## config.mk

```make
export PLATFORM = sky130hd
export DESIGN_NAME = png_chunk_crc_framer_unit
export DESIGN_NICKNAME = d
export VERILOG_FILES = /design/src/sv/pcrc_pkg.sv /design/src/sv/png_chunk_crc_framer_unit.sv
export SDC_FILE = /design/constraint.sdc
export NUM_CORES = 1
export LEC_CHECK = 0
export ABC_AREA = 1
export BUFFER_PORTS_ARGS = -buffer_cell sky130_fd_sc_hd__buf_4
export CAP_MARGIN = 25
export CORE_MARGIN = 2
export CORE_UTILIZATION = 40
export CTS_BUF_LIST = sky130_fd_sc_hd__clkbuf_4 sky130_fd_sc_hd__clkbuf_8
export CTS_CLUSTER_DIAMETER = 100
export DETAILED_ROUTE_END_ITERATION = 10
export MAX_ROUTING_LAYER = met4
export PLACE_DENSITY = 0.63
export RECOVER_POWER = 50
export SETUP_SLACK_MARGIN = 0.02
export SKIP_LAST_GASP = 1
export SYNTH_ARGS = -nofsm -noshare
export SYNTH_HDL_FRONTEND = slang
export SYNTH_SLANG_ARGS = --single-unit
```

## constraint.sdc

```tcl
create_clock -name clk -period 4.35 [get_ports clk]
set_clock_uncertainty 0.15 [all_clocks]
set_input_delay 0.435 -clock clk [delete_from_list [all_inputs] [get_ports clk]]
set_output_delay 0.435 -clock clk [all_outputs]
set_load 0.02 [all_outputs]
```

## src/sv/pcrc_pkg.sv

```systemverilog
package pcrc_pkg;

    localparam logic OP_START = 1'b0;
    localparam logic OP_DATA  = 1'b1;

    localparam logic [31:0] CRC_POLY = 32'hEDB88320;
    localparam logic [31:0] CRC_INIT = 32'hFFFFFFFF;

    // Longest run of bytes one transaction can cause: length, type and CRC words.
    localparam int RUN_DEPTH = 12;
    localparam int RUN_CNT_W = $clog2(RUN_DEPTH + 1);

    localparam logic [RUN_CNT_W-1:0] CNT_HEADER   = RUN_CNT_W'(8);
    localparam logic [RUN_CNT_W-1:0] CNT_HDR_CRC  = RUN_CNT_W'(12);
    localparam logic [RUN_CNT_W-1:0] CNT_LAST     = RUN_CNT_W'(5);
    localparam logic [RUN_CNT_W-1:0] CNT_ONE      = RUN_CNT_W'(1);

    typedef logic [7:0] byte_t;

    // One byte of the reflected CRC-32, least significant bit first.
    function automatic logic [31:0] crc_fold8(input logic [31:0] crc, input byte_t data);
        logic [31:0] c;
        c = crc ^ {24'd0, data};
        for (int b = 0; b < 8; b++) begin
            c = c[0] ? (CRC_POLY ^ (c >> 1)) : (c >> 1);
        end
        return c;
    endfunction

endpackage

```

## src/sv/png_chunk_crc_framer_unit.sv

```systemverilog
// PNG chunk framer with CRC-32.
// Input channel (in_valid / in_ready): opcode 0 opens a chunk with chunk_type and
// chunk_length, opcode 1 carries one payload byte in data_byte.
// Output channel (out_valid / out_ready): one framed byte per transaction. A start
// gives the four length bytes and four type bytes, and the four CRC bytes as well
// when the length is zero. A data byte gives itself, followed by the four CRC bytes
// when it is the last payload byte. run_last marks the last byte caused by an input
// transaction, chunk_end the final CRC byte, misuse a single zero byte for an
// out-of-sequence opcode (state unchanged).
// With the output free, the first byte of an accepted transaction passes from the byte
// sequencer into the output register, from which it is presented to the receiver.
// The framer gives one output byte per cycle while the receiver is ready. A transaction
// causing N bytes occupies the byte sequencer until all N have moved on, so payload bytes
// stream at one per cycle while input and receiver keep up. The next input is accepted
// in the cycle its predecessor's last byte moves into the output register.
// Reset clears the open chunk, the CRC and any bytes not yet delivered.
// When the receiver stalls, the output register holds and the sequencer waits;
// input is held off while the sequencer holds a byte that cannot move on.
module png_chunk_crc_framer_unit
    import pcrc_pkg::*;
(
    input  logic        clk,
    input  logic        rst_n,
    input  logic        in_valid,
    output logic        in_ready,
    input  logic        opcode,
    input  logic [31:0] chunk_type,
    input  logic [30:0] chunk_length,
    input  logic [7:0]  data_byte,
    output logic        out_valid,
    input  logic        out_ready,
    output logic [7:0]  out_byte,
    output logic        run_last,
    output logic        chunk_end,
    output logic        misuse
);

    logic [31:0]          crc_reg, crc_next;
    logic [30:0]          left_reg, left_next;
    logic                 open_reg, open_next;

    byte_t                run_reg [RUN_DEPTH];
    byte_t                run_next [RUN_DEPTH];
    logic [RUN_CNT_W-1:0] cnt_reg, cnt_next;
    logic                 rmis_reg, rmis_next;
    logic                 rend_reg, rend_next;

    logic                 ovalid_reg;
    byte_t                obyte_reg;
    logic                 olast_reg, oend_reg, omis_reg;

    logic                 out_load;
    logic                 in_accept;
    logic [31:0]          crc_type;
    logic [31:0]          crc_data;
    logic [30:0]          left_dec;
    logic [95:0]          words;

    assign out_load  = (cnt_reg != '0) && (!ovalid_reg || out_ready);
    assign in_ready  = (cnt_reg == '0) || ((cnt_reg == CNT_ONE) && out_load);
    assign in_accept = in_valid && in_ready;

    assign crc_type = crc_fold8(crc_fold8(crc_fold8(crc_fold8(CRC_INIT, chunk_type[31:24]),
                      chunk_type[23:16]), chunk_type[15:8]), chunk_type[7:0]);
    assign crc_data = crc_fold8(crc_reg, data_byte);
    assign left_dec = left_reg - 31'd1;

    always_comb
    begin
        crc_next  = crc_reg;
        left_next = left_reg;
        open_next = open_reg;
        rmis_next = rmis_reg;
        rend_next = rend_reg;
        cnt_next  = cnt_reg;
        words     = '0;
        for (int i = 0; i < RUN_DEPTH; i++) begin
            run_next[i] = run_reg[i];
        end

        if (out_load) begin
            for (int i = 0; i < RUN_DEPTH - 1; i++) begin
                run_next[i] = run_reg[i + 1];
            end
            cnt_next = cnt_reg - CNT_ONE;
        end

        if (in_accept) begin
            rmis_next = 1'b0;
            rend_next = 1'b0;
            if ((opcode == OP_START) == open_reg) begin
                words     = '0;
                cnt_next  = CNT_ONE;
                rmis_next = 1'b1;
            end else if (opcode == OP_START) begin
                words     = {1'b0, chunk_length, chunk_type, ~crc_type};
                crc_next  = crc_type;
                left_next = chunk_length;
                if (chunk_length == '0) begin
                    cnt_next  = CNT_HDR_CRC;
                    rend_next = 1'b1;
                    open_next = 1'b0;
                end else begin
                    cnt_next  = CNT_HEADER;
                    open_next = 1'b1;
                end
            end else begin
                words    = {data_byte, ~crc_data, 56'd0};
                crc_next = crc_data;
                if (left_dec == '0) begin
                    cnt_next  = CNT_LAST;
                    rend_next = 1'b1;
                    open_next = 1'b0;
                    left_next = '0;
                end else begin
                    cnt_next  = CNT_ONE;
                    left_next = left_dec;
                end
            end
            for (int i = 0; i < RUN_DEPTH; i++) begin
                run_next[i] = words[95 - 8 * i -: 8];
            end
        end
    end

    always_ff @(posedge clk or negedge rst_n)
    begin
        if (!rst_n) begin
            crc_reg    <= CRC_INIT;
            left_reg   <= '0;
            open_reg   <= 1'b0;
            cnt_reg    <= '0;
            ovalid_reg <= 1'b0;
        end else begin
            crc_reg  <= crc_next;
            left_reg <= left_next;
            open_reg <= open_next;
            cnt_reg  <= cnt_next;
            if (out_load) begin
                ovalid_reg <= 1'b1;
            end else if (out_ready) begin
                ovalid_reg <= 1'b0;
            end
        end
    end

    always_ff @(posedge clk)
    begin
        for (int i = 0; i < RUN_DEPTH; i++) begin
            run_reg[i] <= run_next[i];
        end
        rmis_reg <= rmis_next;
        rend_reg <= rend_next;
        if (out_load) begin
            obyte_reg <= run_reg[0];
            olast_reg <= (cnt_reg == CNT_ONE);
            oend_reg  <= (cnt_reg == CNT_ONE) && rend_reg;
            omis_reg  <= rmis_reg;
        end
    end

    assign out_valid = ovalid_reg;
    assign out_byte  = obyte_reg;
    assign run_last  = olast_reg;
    assign chunk_end = oend_reg;
    assign misuse    = omis_reg;

`ifndef ASSERT_OFF
    a_cnt_range: assert property (@(posedge clk) disable iff (!rst_n)
        cnt_reg <= CNT_HDR_CRC)
        else $error("byte sequencer count out of range");

    a_end_is_last: assert property (@(posedge clk) disable iff (!rst_n)
        (out_valid && chunk_end) |-> (run_last && !misuse))
        else $error("chunk end not on the last byte of a transaction");

    a_misuse_zero: assert property (@(posedge clk) disable iff (!rst_n)
        (out_valid && misuse) |-> (run_last && out_byte == 8'd0))
        else $error("misuse result is not a single zero byte");

    a_open_left: assert property (@(posedge clk) disable iff (!rst_n)
        open_reg |-> (left_reg != '0))
        else $error("open chunk with no payload bytes left");
`endif

endmodule

```

# Word level (Yosys, flattened, before mapping)

Memories as Yosys holds them, arrays and structs flattened.
Index checks and enable logic that the tools add are counted.

Bits in writable memories: 96
Word-level logic and storage cells: 143
Bits of input ports: 76
Register bits: 82
Memories: 1
Output and inout bits: 13

Eq/ne operators: 3
Bitwise gates (word level): 49
Muxes and demuxes: 62
$add $sub $neg: 2
Reductions and logical operators: 15

Memory list:

| name    | words | bits a word | rd ports | clocked after memory_dff | write ports | line                            | source |
|---|---|---|---|---|---|---|---|
| run_reg | 12    | 8           | 12       | 0                        | 12          | png_chunk_crc_framer_unit.sv:42 | `byte_t run_reg [RUN_DEPTH];` |

Operator list:

| operator              | count |
|---|---|
| $mux 32               | 41 |
| $not 13->14           | 40 |
| $mux 96               | 3 |
| $xor 32x8->32         | 4 |
| $mux 88               | 1 |
| $not 32->32           | 2 |
| $logic_not 31->1      | 2 |
| $mux 31               | 2 |
| $not 8->32            | 1 |
| $sub 31x1->31 const B | 1 |
| $mux 4                | 4 |
| $mux 1                | 9 |
| $mux 3                | 2 |
| $eq 4x1->1 const B    | 1 |
| $logic_and 1x1->1     | 4 |
| $logic_not 4->1       | 1 |
| $reduce_bool 2->1     | 2 |
| $reduce_bool 4->1     | 1 |
| $sub 4x1->4 const B   | 1 |
| $reduce_and 3->1      | 1 |
| $logic_or 1x1->1      | 2 |
| $ne 2x1->1 const B    | 1 |
| $not 1->1             | 2 |
| $reduce_and 2->1      | 1 |
| other kinds (2)       | 2 |

# Logic depth before layout (Yosys ltp)

Gate-level depths: netlist of run 1.

Word-level depth: 72
Gate-level depth with buffers: 27
Mapped depth without buffers: 26

# Least setup slack after synthesis of run 1

No wires, ideal clock.

Path type: flip-flop to flip-flop
Start: register cnt_reg[0]
End: register cnt_reg[3]
Slack: 0.286 ns
Buffers on the path: 0
Setup time: 0.239 ns
Required time: 3.961 ns
Period minus slack after synthesis: 4.064 ns
Data arrival time: 3.676 ns
Stages on the path, launching flop included: 10
Cells stage by stage: dfrtp_1 > inv_1 > ha_1 > nand2_1 > o22ai_1 > nand2_1 > inv_1 > nor2_1 > inv_1 > o221ai_1

Longest elaborated chain between the ends: 6
Elaborated cells between the ends (all ways): 11
Those cells by class: 1 x add/sub; 1 x eq/ne; 2 x mux; 7 x reduce/logical

Ends and longest elaborated chain:

| what                                        | line                             | source |
|---|---|---|
| from (decl)                                 | png_chunk_crc_framer_unit.sv:44  | `logic [RUN_CNT_W-1:0] cnt_reg, cnt_next;` |
| from (signal assigned)                      | png_chunk_crc_framer_unit.sv:138 | `cnt_reg <= cnt_next;` |
| $reduce_bool 4->1                           | png_chunk_crc_framer_unit.sv:59  | `assign out_load = (cnt_reg != '0) && (!ovalid_reg \|\| out_ready);` |
| $logic_and 1x1->1                           | png_chunk_crc_framer_unit.sv:59  |  |
| $logic_and 1x1->1                           | png_chunk_crc_framer_unit.sv:60  | `assign in_ready = (cnt_reg == '0) \|\| ((cnt_reg == CNT_ONE) && out_load);` |
| $logic_or 1x1->1 (*)                        | png_chunk_crc_framer_unit.sv:60  |  |
| net in_ready                                | png_chunk_crc_framer_unit.sv:25  | `output logic in_ready,` |
| $logic_and 1x1->1 (*)                       | png_chunk_crc_framer_unit.sv:61  | `assign in_accept = in_valid && in_ready;` |
| net in_accept                               | png_chunk_crc_framer_unit.sv:53  | `logic in_accept;` |
| $mux 4 or $reduce_bool 2->1 (tied branches) | n/a                              |  |

Mark *: on every way through the listed nets, which the timed path passes. The rest lies on a longest branch. The select of a mux whose other input is x is not followed.
A chain may end at the register's enable or synchronous reset.

==> impl_metrics.env, run 1 <==
export IMPL_synth_area_per_cell_um2=7.21
export IMPL_ant_nets=0
export IMPL_cp_data_arrival_time_ns=3.80
export IMPL_power_leakage_nw=7.59
export IMPL_tightest_slew_ns=2.03
export IMPL_outcome="complete, but fails checks"
export IMPL_timing_rr_end="run_reg[0][8]$_DFFE_PP_"
export IMPL_synthXorXnorAreaFrac=0.112
export IMPL_drt_vias_per_instance=5.33
export IMPL_firstDrtPassIters=5
export IMPL_clock_root_buffer="clkbuf_8"
export IMPL_synth_top_family_by_area="simple AND/OR/NAND/NOR gates"
export IMPL_final_cell_mix="644 x nand2_1, 169 x inv_1, 151 x nand3_1"
export IMPL_hold_start="chunk_length[14]"
export IMPL_io_buffer_count=88
export IMPL_crit_type="in2reg"
export IMPL_final_core_util=0.446
export IMPL_synthSimpleGateAreaFrac=0.348
export IMPL_synth_largest_area_cell="edfxtp_1"
export IMPL_layout_cells_non_filler=2475
export IMPL_layout_commonest_cell="nand2_1"
export IMPL_cpMostUsedCell="nand2_1"
export IMPL_min_path_type="in2reg"
export IMPL_worst_slack_ns=0.610
export IMPL_startpoint_type="input port"
export IMPL_ff2ff_path_depth=9
export IMPL_yosys_top_cells_area="edfxtp_1 23%, nand2_1 17%, xor2_1 8.1%, dfrtp_1 6.6%, dfstp_2 6.0%"
export IMPL_synth_top_area_share=0.235
export IMPL_yosysSeqAreaShare=0.361
export IMPL_slew_viol_final=159
export IMPL_critical_path_max_stage_delay_ns=0.45
export IMPL_cts_max_path_buffers=2
export IMPL_slew_limit_headroom=-0.354
export IMPL_fp_row_count=68
export IMPL_ys_types=52
export IMPL_critPathCaptureType="flop"
export IMPL_antenna_found_initial=0
export IMPL_grt_max_degree=95
export IMPL_fin_crit_ns=3.74
export IMPL_r2r_start="cnt_reg[0]$_DFFE_PN0P_"
export IMPL_drt_iter0_drc=1093
export IMPL_fmax_ghz=0.267
export IMPL_drcViolationCount=0
export IMPL_die_w_um=191
export IMPL_critPathMaxFanout=11
export IMPL_start_util=0.405
export IMPL_multi_input_area_um2=7890
export IMPL_finalSetupTns_ns=0
export IMPL_grt_pass1_vias=12100
export IMPL_path_cells="buf_4, inv_4, nand2_1, nand2_1, nand2_1, nand2_1, xnor2_1, nand2_1, nand2_1, nand2_1, nand2_1, inv_1, nand3_1, nand2_2, nand2_2, nand3_1, nand2_2, nand2_1, nand2_1, o21ai_1"
export IMPL_cpMaxStageDelayCell="xnor2_1"
export IMPL_fp_dieH_um=191
export IMPL_drive_gt1_frac=0.154
export IMPL_regArea_um2=5040
export IMPL_syn_inst=1935
export IMPL_die_area_um2=36400
export IMPL_fin_nets=2089
export IMPL_core_area_um2=34500
export IMPL_yosysWarnings=0
export IMPL_post_place_ws_ns=0.588
export IMPL_final_hold_violation_count=0
export IMPL_ys_ff_latch=178
export IMPL_synthesis_area_um2=13900
export IMPL_clk_pin_slew_ns=0.10
export IMPL_route_detailed_wl_per_inst_um=19.4
export IMPL_period_share=0.860
export IMPL_overflow=0
export IMPL_gp_congestion=1.04
export IMPL_wl_mm=47.9
export IMPL_synth_adder_area_share=0.00538
export IMPL_ir_drop_v=0.000323
export IMPL_synth_edff_count=109
export IMPL_htreeDepth=4
export IMPL_grt_first_pass_wirelength_mm=72.9
export IMPL_grt_total_usage=0.274
export IMPL_finalHoldWorstSlack_ns=0.0806
export IMPL_ys_flop_type="edfxtp_1"
export IMPL_async_flop_share=0.388
export IMPL_cts_inserted_buffers=17
export IMPL_critPathRequiredTime_ns=4.41
export IMPL_clk_latency_ns=0.49
export IMPL_vias=13200
export IMPL_r2r_slack_ns=0.63
export IMPL_clock_sinks=178
export IMPL_place_inst=2440
export IMPL_cts_tree="built"
export IMPL_largest_reg_flops=96
export IMPL_fillers=3532
export IMPL_diodes=0
export IMPL_syn_nets=2017
export IMPL_postCtsSetupBuffers=0
export IMPL_areaGrowthSynthToFinish_pct=10.1
export IMPL_hpwlAfterDp_mm=37.5
export IMPL_worstHoldEndpoint="left_reg[14]$_DFFE_PN0P_"
export IMPL_p_per_area_nw_per_um2=723
export IMPL_rsz0062_at_grt="no"
export IMPL_maxCapViolations=2
export IMPL_holdPathStages=3
export IMPL_violations="max-capacitance violations, max-slew violations"
export IMPL_ioPinCount=89
export IMPL_synth_compound_area_share=0.101
export IMPL_synthMuxAreaShare=0
export IMPL_setup_viol_count_final=0
-- cells in the mapped netlist (2+ instances only) --
cell	number
or2_1	2
clkbuf_1	38
nand2_4	22
inv_4	6
nand3b_1	4
a2bb2oi_1	4
o21ai_0	138
nand3_1	151
nor4_1	13
and2_1	2
nand2_2	70
a21boi_1	10
a21boi_0	4
nand3_2	13
nor2_1	113
nand4_1	9
a21o_1	2
inv_1	171
dfstp_2	32
o21a_1	2
buf_6	6
clkinv_1	2
edfxtp_1	109
buf_4	2
a22oi_1	8
buf_2	3
o22ai_1	10
nand2_1	643
a22o_1	9
or2_2	21
o221ai_1	7
inv_2	19
xor2_2	4
xor2_1	129
xnor2_1	38
dfrtp_1	37
o21ai_1	9
o211ai_1	2
ha_1	6
a21oi_1	41
buf_1	4
nor3_1	10
-- power by group --
group | total (mW) | internal (mW) | leakage (nW) | switching, mW
combinational | 6.71 | 2.14 | 5.57 | 4.57
sequential | 3.34 | 2.96 | 1.86 | 0.377
clock | 1.06 | 0.430 | 0.166 | 0.625
total | 11.1 | 5.53 | 7.59 | 5.58
-- critical path, delay by kind of cell --
| kind | cells | cell delay (ns) |
|---|---|---|
| AOI/OAI and AO/OA | 1 | 0.07 |
| xor gates and xnor gates | 1 | 0.45 |
| and+or+nand+nor | 15 | 2.37 |
| buffers and inverters | 3 | 0.47 |
-- per-layer routing --
metal,track usage,part of all wire,up-vias
met5,-,0,-
met2,0.447,0.47,459
li1,-,-,6385
met1,0.362,0.45,6268
met3,0.0195,0.051,73
met4,0.0927,0.029,0
-- what timing repair did --
action / 4_1_cts / 5_1_grt
hold buffers: 2 / 0
endpoints found under the hold margin: 38 / 0
resized for setup: 0 / 0
-- cell families after synthesis --
family	count (synthesis)
AND/OR/NAND/NOR	1079
buffers and inverters	252
AO/OA/AOI/OAI	248
flip-flops	178
XOR/XNOR	172
adder cells (fa/ha/maj)	6
-- final cells by class --
cell class / instances / area share
clock buffers: 20 / 0.0175
multi-input cells: 1505 / 0.513
well taps: 455 / 0.0371
inverters: 199 / 0.0500
repair buffers: 106 / 0.0483
clock inverters: 12 / 0.00554
flip-flops and latches: 178 / 0.328
-- worst max-delay path by stage --
stage	start	endpoint	slack, ns
CTS	left_reg[0]$_DFFE_PN0P_	open_reg$_DFFE_PN0P_	0.95
global route	chunk_type[25]	run_reg[2][0]$_DFFE_PP_	0.37
detailed placement	chunk_type[26]	run_reg[2][10]$_DFFE_PP_	0.59
floorplan	cnt_reg[0]$_DFFE_PN0P_	cnt_reg[3]$_DFFE_PN0P_	0.29
finish	chunk_type[25]	run_reg[2][10]$_DFFE_PP_	0.61
global placement	chunk_type[25]	run_reg[2][10]$_DFFE_PP_	0.57
-- stage by stage --
step           instance area (um^2)  total power, mW
2_1_floorplan                 13900             8.03
3_3_place_gp                  15100             9.96
3_5_place_dp                  15100             10.0
4_1_cts                       15400             11.1
5_1_grt                       15400             12.0
6_report                      15400             11.1
No activity file was read; power rests on OpenSTA's default activity.
==> inputs of run 2 (changes only) <==
--- a/config.mk
+++ b/config.mk
@@ -13,8 +13,9 @@
 export CTS_BUF_LIST = sky130_fd_sc_hd__clkbuf_4 sky130_fd_sc_hd__clkbuf_8
 export CTS_CLUSTER_DIAMETER = 100
 export DETAILED_ROUTE_END_ITERATION = 10
+export GPL_ROUTABILITY_DRIVEN = 0
 export MAX_ROUTING_LAYER = met4
-export PLACE_DENSITY = 0.63
+export PLACE_DENSITY = 0.66
 export RECOVER_POWER = 50
 export SETUP_SLACK_MARGIN = 0.02
 export SKIP_LAST_GASP = 1
==> constraint.sdc (replaced) <==
create_clock -name clk -period 3.2 [get_ports clk]
set_clock_uncertainty 0.15 [all_clocks]
set_input_delay 0.32 -clock clk [delete_from_list [all_inputs] [get_ports clk]]
set_output_delay 0.32 -clock clk [all_outputs]
set_load 0.02 [all_outputs]
==> run 2 against run 1 <==
Net effect: the flow still finishes with violations (max-capacitance violations, max-slew violations); register-to-register slack lost 0.51 ns; via count grew 2.2%; sequential power grew 36%; clock-buffer cell count decreased by 3; setup slack lost 0.49 ns; cell count grew 2.9%; sequential share of layout area is 1.5 points lower; die area did not move; critical path depth fell by 5; critical path type is now reg2reg.
==> impl_metrics.env, run 2 (same netlist as run 1, synthesis figures left out) <==
export IMPL_die_w_um=191
export IMPL_period_share=0.962
export IMPL_antenna_found_initial=0
export IMPL_drt_vias_per_instance=5.29
export IMPL_dpl_cell_area_um2=15600
export IMPL_diodes=0
export IMPL_layout_cells_non_filler=2546
export IMPL_core_area_um2=34500
export IMPL_wl_mm=44.5
export IMPL_outcome="complete, but fails checks"
export IMPL_cts_max_path_buffers=2
export IMPL_power_leakage_nw=8.00
export IMPL_place_inst=2508
export IMPL_drt_iter0_drc=1244
export IMPL_startpoint_type="flop"
export IMPL_route_detailed_wl_per_inst_um=17.5
export IMPL_setup_viol_count_final=0
export IMPL_tightest_slew_ns=1.67
export IMPL_clk_latency_ns=0.48
export IMPL_layout_commonest_cell="nand2_1"
export IMPL_fin_crit_ns=3.08
export IMPL_fin_nets=2161
export IMPL_ioPinCount=89
export IMPL_hpwlAfterDp_mm=34.7
export IMPL_overflow=0
export IMPL_cp_data_arrival_time_ns=3.26
export IMPL_cts_tree="built"
export IMPL_grt_total_usage=0.253
export IMPL_start_util=0.405
export IMPL_fp_dieH_um=191
export IMPL_slew_viol_final=63
export IMPL_htreeDepth=4
export IMPL_areaGrowthSynthToFinish_pct=15.4
export IMPL_largest_reg_flops=96
export IMPL_drive_gt1_frac=0.188
export IMPL_finalSetupTns_ns=0
export IMPL_io_buffer_count=88
export IMPL_ant_nets=0
export IMPL_die_area_um2=36400
export IMPL_vias=13500
export IMPL_p_per_area_nw_per_um2=980
export IMPL_firstDrtPassIters=6
export IMPL_maxCapViolations=1
export IMPL_regArea_um2=5040
export IMPL_multi_input_area_um2=7940
export IMPL_grt_pass1_vias=12500
export IMPL_drcViolationCount=0
export IMPL_slew_limit_headroom=-0.110
export IMPL_violations="max-capacitance violations, max-slew violations"
export IMPL_final_cell_mix="644 x nand2_1, 169 x inv_1, 152 x buf_4"
export IMPL_design_area_um2=16100
export IMPL_grt_first_pass_wirelength_mm=69.0
export IMPL_fillers=3442
export IMPL_fmax_ghz=0.325
export IMPL_fp_row_count=68
export IMPL_critPathRequiredTime_ns=3.38
export IMPL_ir_drop_v=0.000510
export IMPL_clock_root_buffer="clkbuf_8"
export IMPL_clk_pin_slew_ns=0.10
export IMPL_cts_inserted_buffers=17
export IMPL_critPathMaxFanout=7
export IMPL_grt_max_degree=95
export IMPL_critPathCaptureType="flop"
export IMPL_clock_sinks=178
export IMPL_rsz0062_at_grt="yes"
export IMPL_r2r_slack_ns=0.12
export IMPL_crit_type="reg2reg"
export IMPL_min_path_type="in2reg"
export IMPL_final_hold_violation_count=0
==> run 2: worst max-delay path, cell delays in order (launching register included) <==
cell and delay (ns):
dfrtp_1 0.42, inv_1 0.10, nand3_1 0.16, nor2_4 0.17, nand2_1 0.11, nor2_1 0.09
nand2_1 0.18, nor3_2 0.29, nand3_1 0.12, xor2_1 0.22, nand3_1 0.12, nor2_1 0.14
nand3b_1 0.23, buf_4 0.22, a21oi_1 0.12, o22ai_1 0.09
==> run 2: what timing repair did <==
action	in CTS	in global routing
resized for setup	0	10
setup buffers	0	2
hold endpoints to repair	40	0
setup endpoints to repair	0	7
hold buffers	4	0
==> run 2: cell type report <==
type | count | area share
multi-input cells | 1505 | 0.493
inverters | 199 | 0.0479
flip-flops and latches | 178 | 0.313
well taps | 455 | 0.0354
clock buffers | 17 | 0.0145
clock inverters | 14 | 0.0126
repair buffers | 178 | 0.0829
==> run 2: worst paths after layout <==
check                                   startpoint                  endpoint  depth (start not counted)
setup / recovery           left_reg[2]$_DFFE_PN0P_   left_reg[1]$_DFFE_PN0P_                         15
hold / removal                    chunk_length[29]  left_reg[29]$_DFFE_PN0P_                          3
setup reg to reg           left_reg[2]$_DFFE_PN0P_   left_reg[1]$_DFFE_PN0P_                         15
hold reg to reg            run_reg[0][0]$_DFFE_PP_     out_byte[0]$_DFFE_PP_                          0
max in group asynchronous                    rst_n  left_reg[27]$_DFFE_PN0P_                          3
min in group asynchronous                    rst_n     out_valid$_DFFE_PN0P_                          2
==> run 2: stage by stage <==
stage | hold WS, ns | power [mW] | utilization | setup WS [ns]
final | 0.0254 | 15.8 | 0.467 | 0.121
after global routing | 0.00719 | 17.0 | 0.467 | -0.0513
after CTS | 0.00108 | 15.7 | 0.467 | 0.0656
after detailed placement | 0.256 | 13.9 | 0.453 | -0.258
after global placement | 0.251 | 13.7 | 0.453 | -0.238
after floorplan | -0.126 | 10.9 | - | 0.0403
==> run 2: routing by layer <==
metal  track usage  wire length (um)
met5             -                 0
met4        0.0921              1580
met3        0.0267              2990
met2         0.404             20700
met1         0.333             19300
==> run 2: where the power goes <==
group          switching (mW)  total [mW]  internal [mW]  leakage (nW)
registers               0.525        4.55           4.02          1.86
clock network           0.880        1.74          0.860         0.211
logic                    6.16        9.48           3.32          5.93
total                    7.56        15.8           8.20          8.00
==> inputs of run 3 (changes only) <==
--- a/config.mk
+++ b/config.mk
@@ -14,8 +14,9 @@
 export CTS_CLUSTER_DIAMETER = 100
 export DETAILED_ROUTE_END_ITERATION = 10
 export GPL_ROUTABILITY_DRIVEN = 0
+export GPL_TIMING_DRIVEN = 0
 export MAX_ROUTING_LAYER = met4
-export PLACE_DENSITY = 0.66
+export PLACE_DENSITY = 0.68
 export RECOVER_POWER = 50
 export SETUP_SLACK_MARGIN = 0.02
 export SKIP_LAST_GASP = 1
==> run 3 against run 2 <==
Net effect: clock-buffer cell count grew 1; fmax fell by 0.49%; the flow still finishes with violations (max-capacitance violations, max-slew violations); largest power group unchanged; first-iteration DRC count increased by 34%.
==> impl_metrics.env, run 3 (same netlist as run 1, synthesis figures left out) <==
export IMPL_outcome="complete, but fails checks"
export IMPL_violations="max-capacitance violations, max-slew violations"
export IMPL_ff2ff_path_depth=11
export IMPL_cpMaxStageDelayCell="clkbuf_1"
export IMPL_cp_data_arrival_time_ns=3.26
export IMPL_grt_max_degree=70
export IMPL_io_buffer_count=81
export IMPL_ioPinCount=89
export IMPL_path_depth=8
export IMPL_final_hold_violation_count=0
export IMPL_drt_vias_per_instance=5.47
export IMPL_maxCapViolations=1
export IMPL_cts_max_path_buffers=2
export IMPL_core_area_um2=34500
export IMPL_cts_tree="built"
export IMPL_slew_viol_final=70
export IMPL_place_inst=2474
export IMPL_clock_sinks=178
export IMPL_drcViolationCount=0
export IMPL_power_leakage_nw=7.72
export IMPL_path_cells="clkbuf_1, clkinvlp_4, buf_2, ha_1, nor2_4, clkbuf_1, o21ai_0, o21ai_0"
export IMPL_p_per_area_nw_per_um2=979
export IMPL_fin_crit_ns=3.09
export IMPL_tightest_slew_ns=1.90
export IMPL_final_core_util=0.457
export IMPL_vias=13700
export IMPL_clock_root_buffer="clkbuf_8"
export IMPL_worstSetupEndpoint="run_reg[0][30]$_DFFE_PP_"
export IMPL_finalHoldWorstSlack_ns=0.0466
export IMPL_post_place_ws_ns=-2.07
export IMPL_die_area_um2=36400
export IMPL_r2r_start="crc_reg[1]$_DFFE_PN1P_"
export IMPL_path_buf_inv=4
export IMPL_startpoint="opcode"
export IMPL_path_delay_family="buffers and inverters"
export IMPL_hpwlAfterDp_mm=37.2
export IMPL_r2r_slack_ns=0.18
export IMPL_route_detailed_wl_per_inst_um=19.0
export IMPL_largest_reg_flops=96
export IMPL_grt_first_pass_wirelength_mm=72.5
export IMPL_power_mw=15.4
export IMPL_grt_total_usage=0.270
export IMPL_clk_latency_ns=0.48
export IMPL_fmax_ghz=0.323
export IMPL_clk_pin_slew_ns=0.10
export IMPL_die_w_um=191
export IMPL_finalSetupTns_ns=0
export IMPL_slew_limit_headroom=-0.268
export IMPL_drt_iter0_drc=1665
export IMPL_crit_type="in2reg"
export IMPL_worst_slack_ns=0.106
export IMPL_layout_cells_non_filler=2513
export IMPL_critPathRequiredTime_ns=3.36
export IMPL_antenna_found_initial=0
export IMPL_fin_nets=2127
export IMPL_wl_mm=47.7
export IMPL_areaGrowthSynthToFinish_pct=13.0
export IMPL_period_share=0.967
export IMPL_final_cell_mix="640 x nand2_1, 167 x inv_1, 148 x nand3_1"
export IMPL_critical_path_max_stage_delay_ns=0.50
export IMPL_overflow=0
export IMPL_design_area_um2=15800
export IMPL_timing_rr_end="crc_reg[20]$_DFFE_PN1P_"
export IMPL_rsz0062_at_grt="no"
export IMPL_ir_drop_v=0.000427
export IMPL_cts_inserted_buffers=17
export IMPL_diodes=0
export IMPL_dpl_cell_area_um2=15200
export IMPL_drive_gt1_frac=0.169
export IMPL_fp_row_count=68
export IMPL_startpoint_type="input port"
export IMPL_start_util=0.405
export IMPL_htreeDepth=4
export IMPL_grt_pass1_vias=12800
export IMPL_setup_viol_count_final=0
export IMPL_min_path_type="in2reg"
export IMPL_ant_nets=0
export IMPL_fillers=3473
export IMPL_firstDrtPassIters=7
export IMPL_critPathCaptureType="flop"
export IMPL_fp_dieH_um=191
export IMPL_layout_commonest_cell="nand2_1"
export IMPL_critPathMaxFanout=11
## run 3: changes by cell type in the layout (fill, tap and decap cells not counted), moves of 5 or more
cell / delta
nand2_2: +5
buf_4: -80
clkbuf_1: +28
buf_6: +7
clkbuf_2: +6
nor2_1: -5
## run 3: worst min path at each step
| stage | from | end | slack, ns | depth (start not counted) |
|---|---|---|---|---|
| floorplan | rst_n | cnt_reg[0]$_DFFE_PN0P_ | -0.13 | 0 |
| global placement | run_reg[0][7]$_DFFE_PP_ | out_byte[7]$_DFFE_PP_ | 0.25 | 0 |
| detailed placement | run_reg[0][5]$_DFFE_PP_ | out_byte[5]$_DFFE_PP_ | 0.26 | 0 |
| CTS | chunk_type[2] | run_reg[1][26]$_DFFE_PP_ | 0.01 | 2 |
| global route | chunk_type[7] | run_reg[1][31]$_DFFE_PP_ | 0.01 | 2 |
| finish | chunk_type[2] | run_reg[1][26]$_DFFE_PP_ | 0.05 | 2 |
## run 3: final cells by class
type                    count  area (um^2)  share of cell area
repair buffers             91          671              0.0426
clock inverters            14          151             0.00961
clock buffers              18          241              0.0153
multi-input cells        1505         8040               0.510
repair inverters            1         5.00            0.000318
inverters                 199          778              0.0494
well taps                 455          569              0.0361
plain buffers              52          263              0.0167
flip-flops and latches    178         5040               0.320
## run 3: what timing repair did
item | in CTS | in global routing
cloned | 0 | 1
buffers inserted | 2 | 1
pin swaps | 1 | 4
setup endpoints to repair | 149 | 166
hold buffers | 4 | 0
gates resized for setup | 20 | 32
hold endpoints to repair | 40 | 0
## run 3: worst register-to-register path, delay by kind of cell (launching register included)
kind            cells  cell delay [ns]
simple gates        3             0.42
buf+inv             2             0.68
xor+xnor            3             0.62
flops               1             0.54
compound gates      3             0.52
## run 3: power breakdown
group | internal (mW) | total [mW] | switching (mW)
clock | 0.650 | 1.58 | 0.925
sequential | 4.02 | 4.53 | 0.508
combinational | 2.99 | 9.32 | 6.33
total | 7.66 | 15.4 | 7.76
## run 3: layer usage
metal / global-route usage / share of wire
met1: 0.352 / 0.41
met2: 0.420 / 0.45
met3: 0.0311 / 0.096
met4: 0.128 / 0.048
met5: - / 0
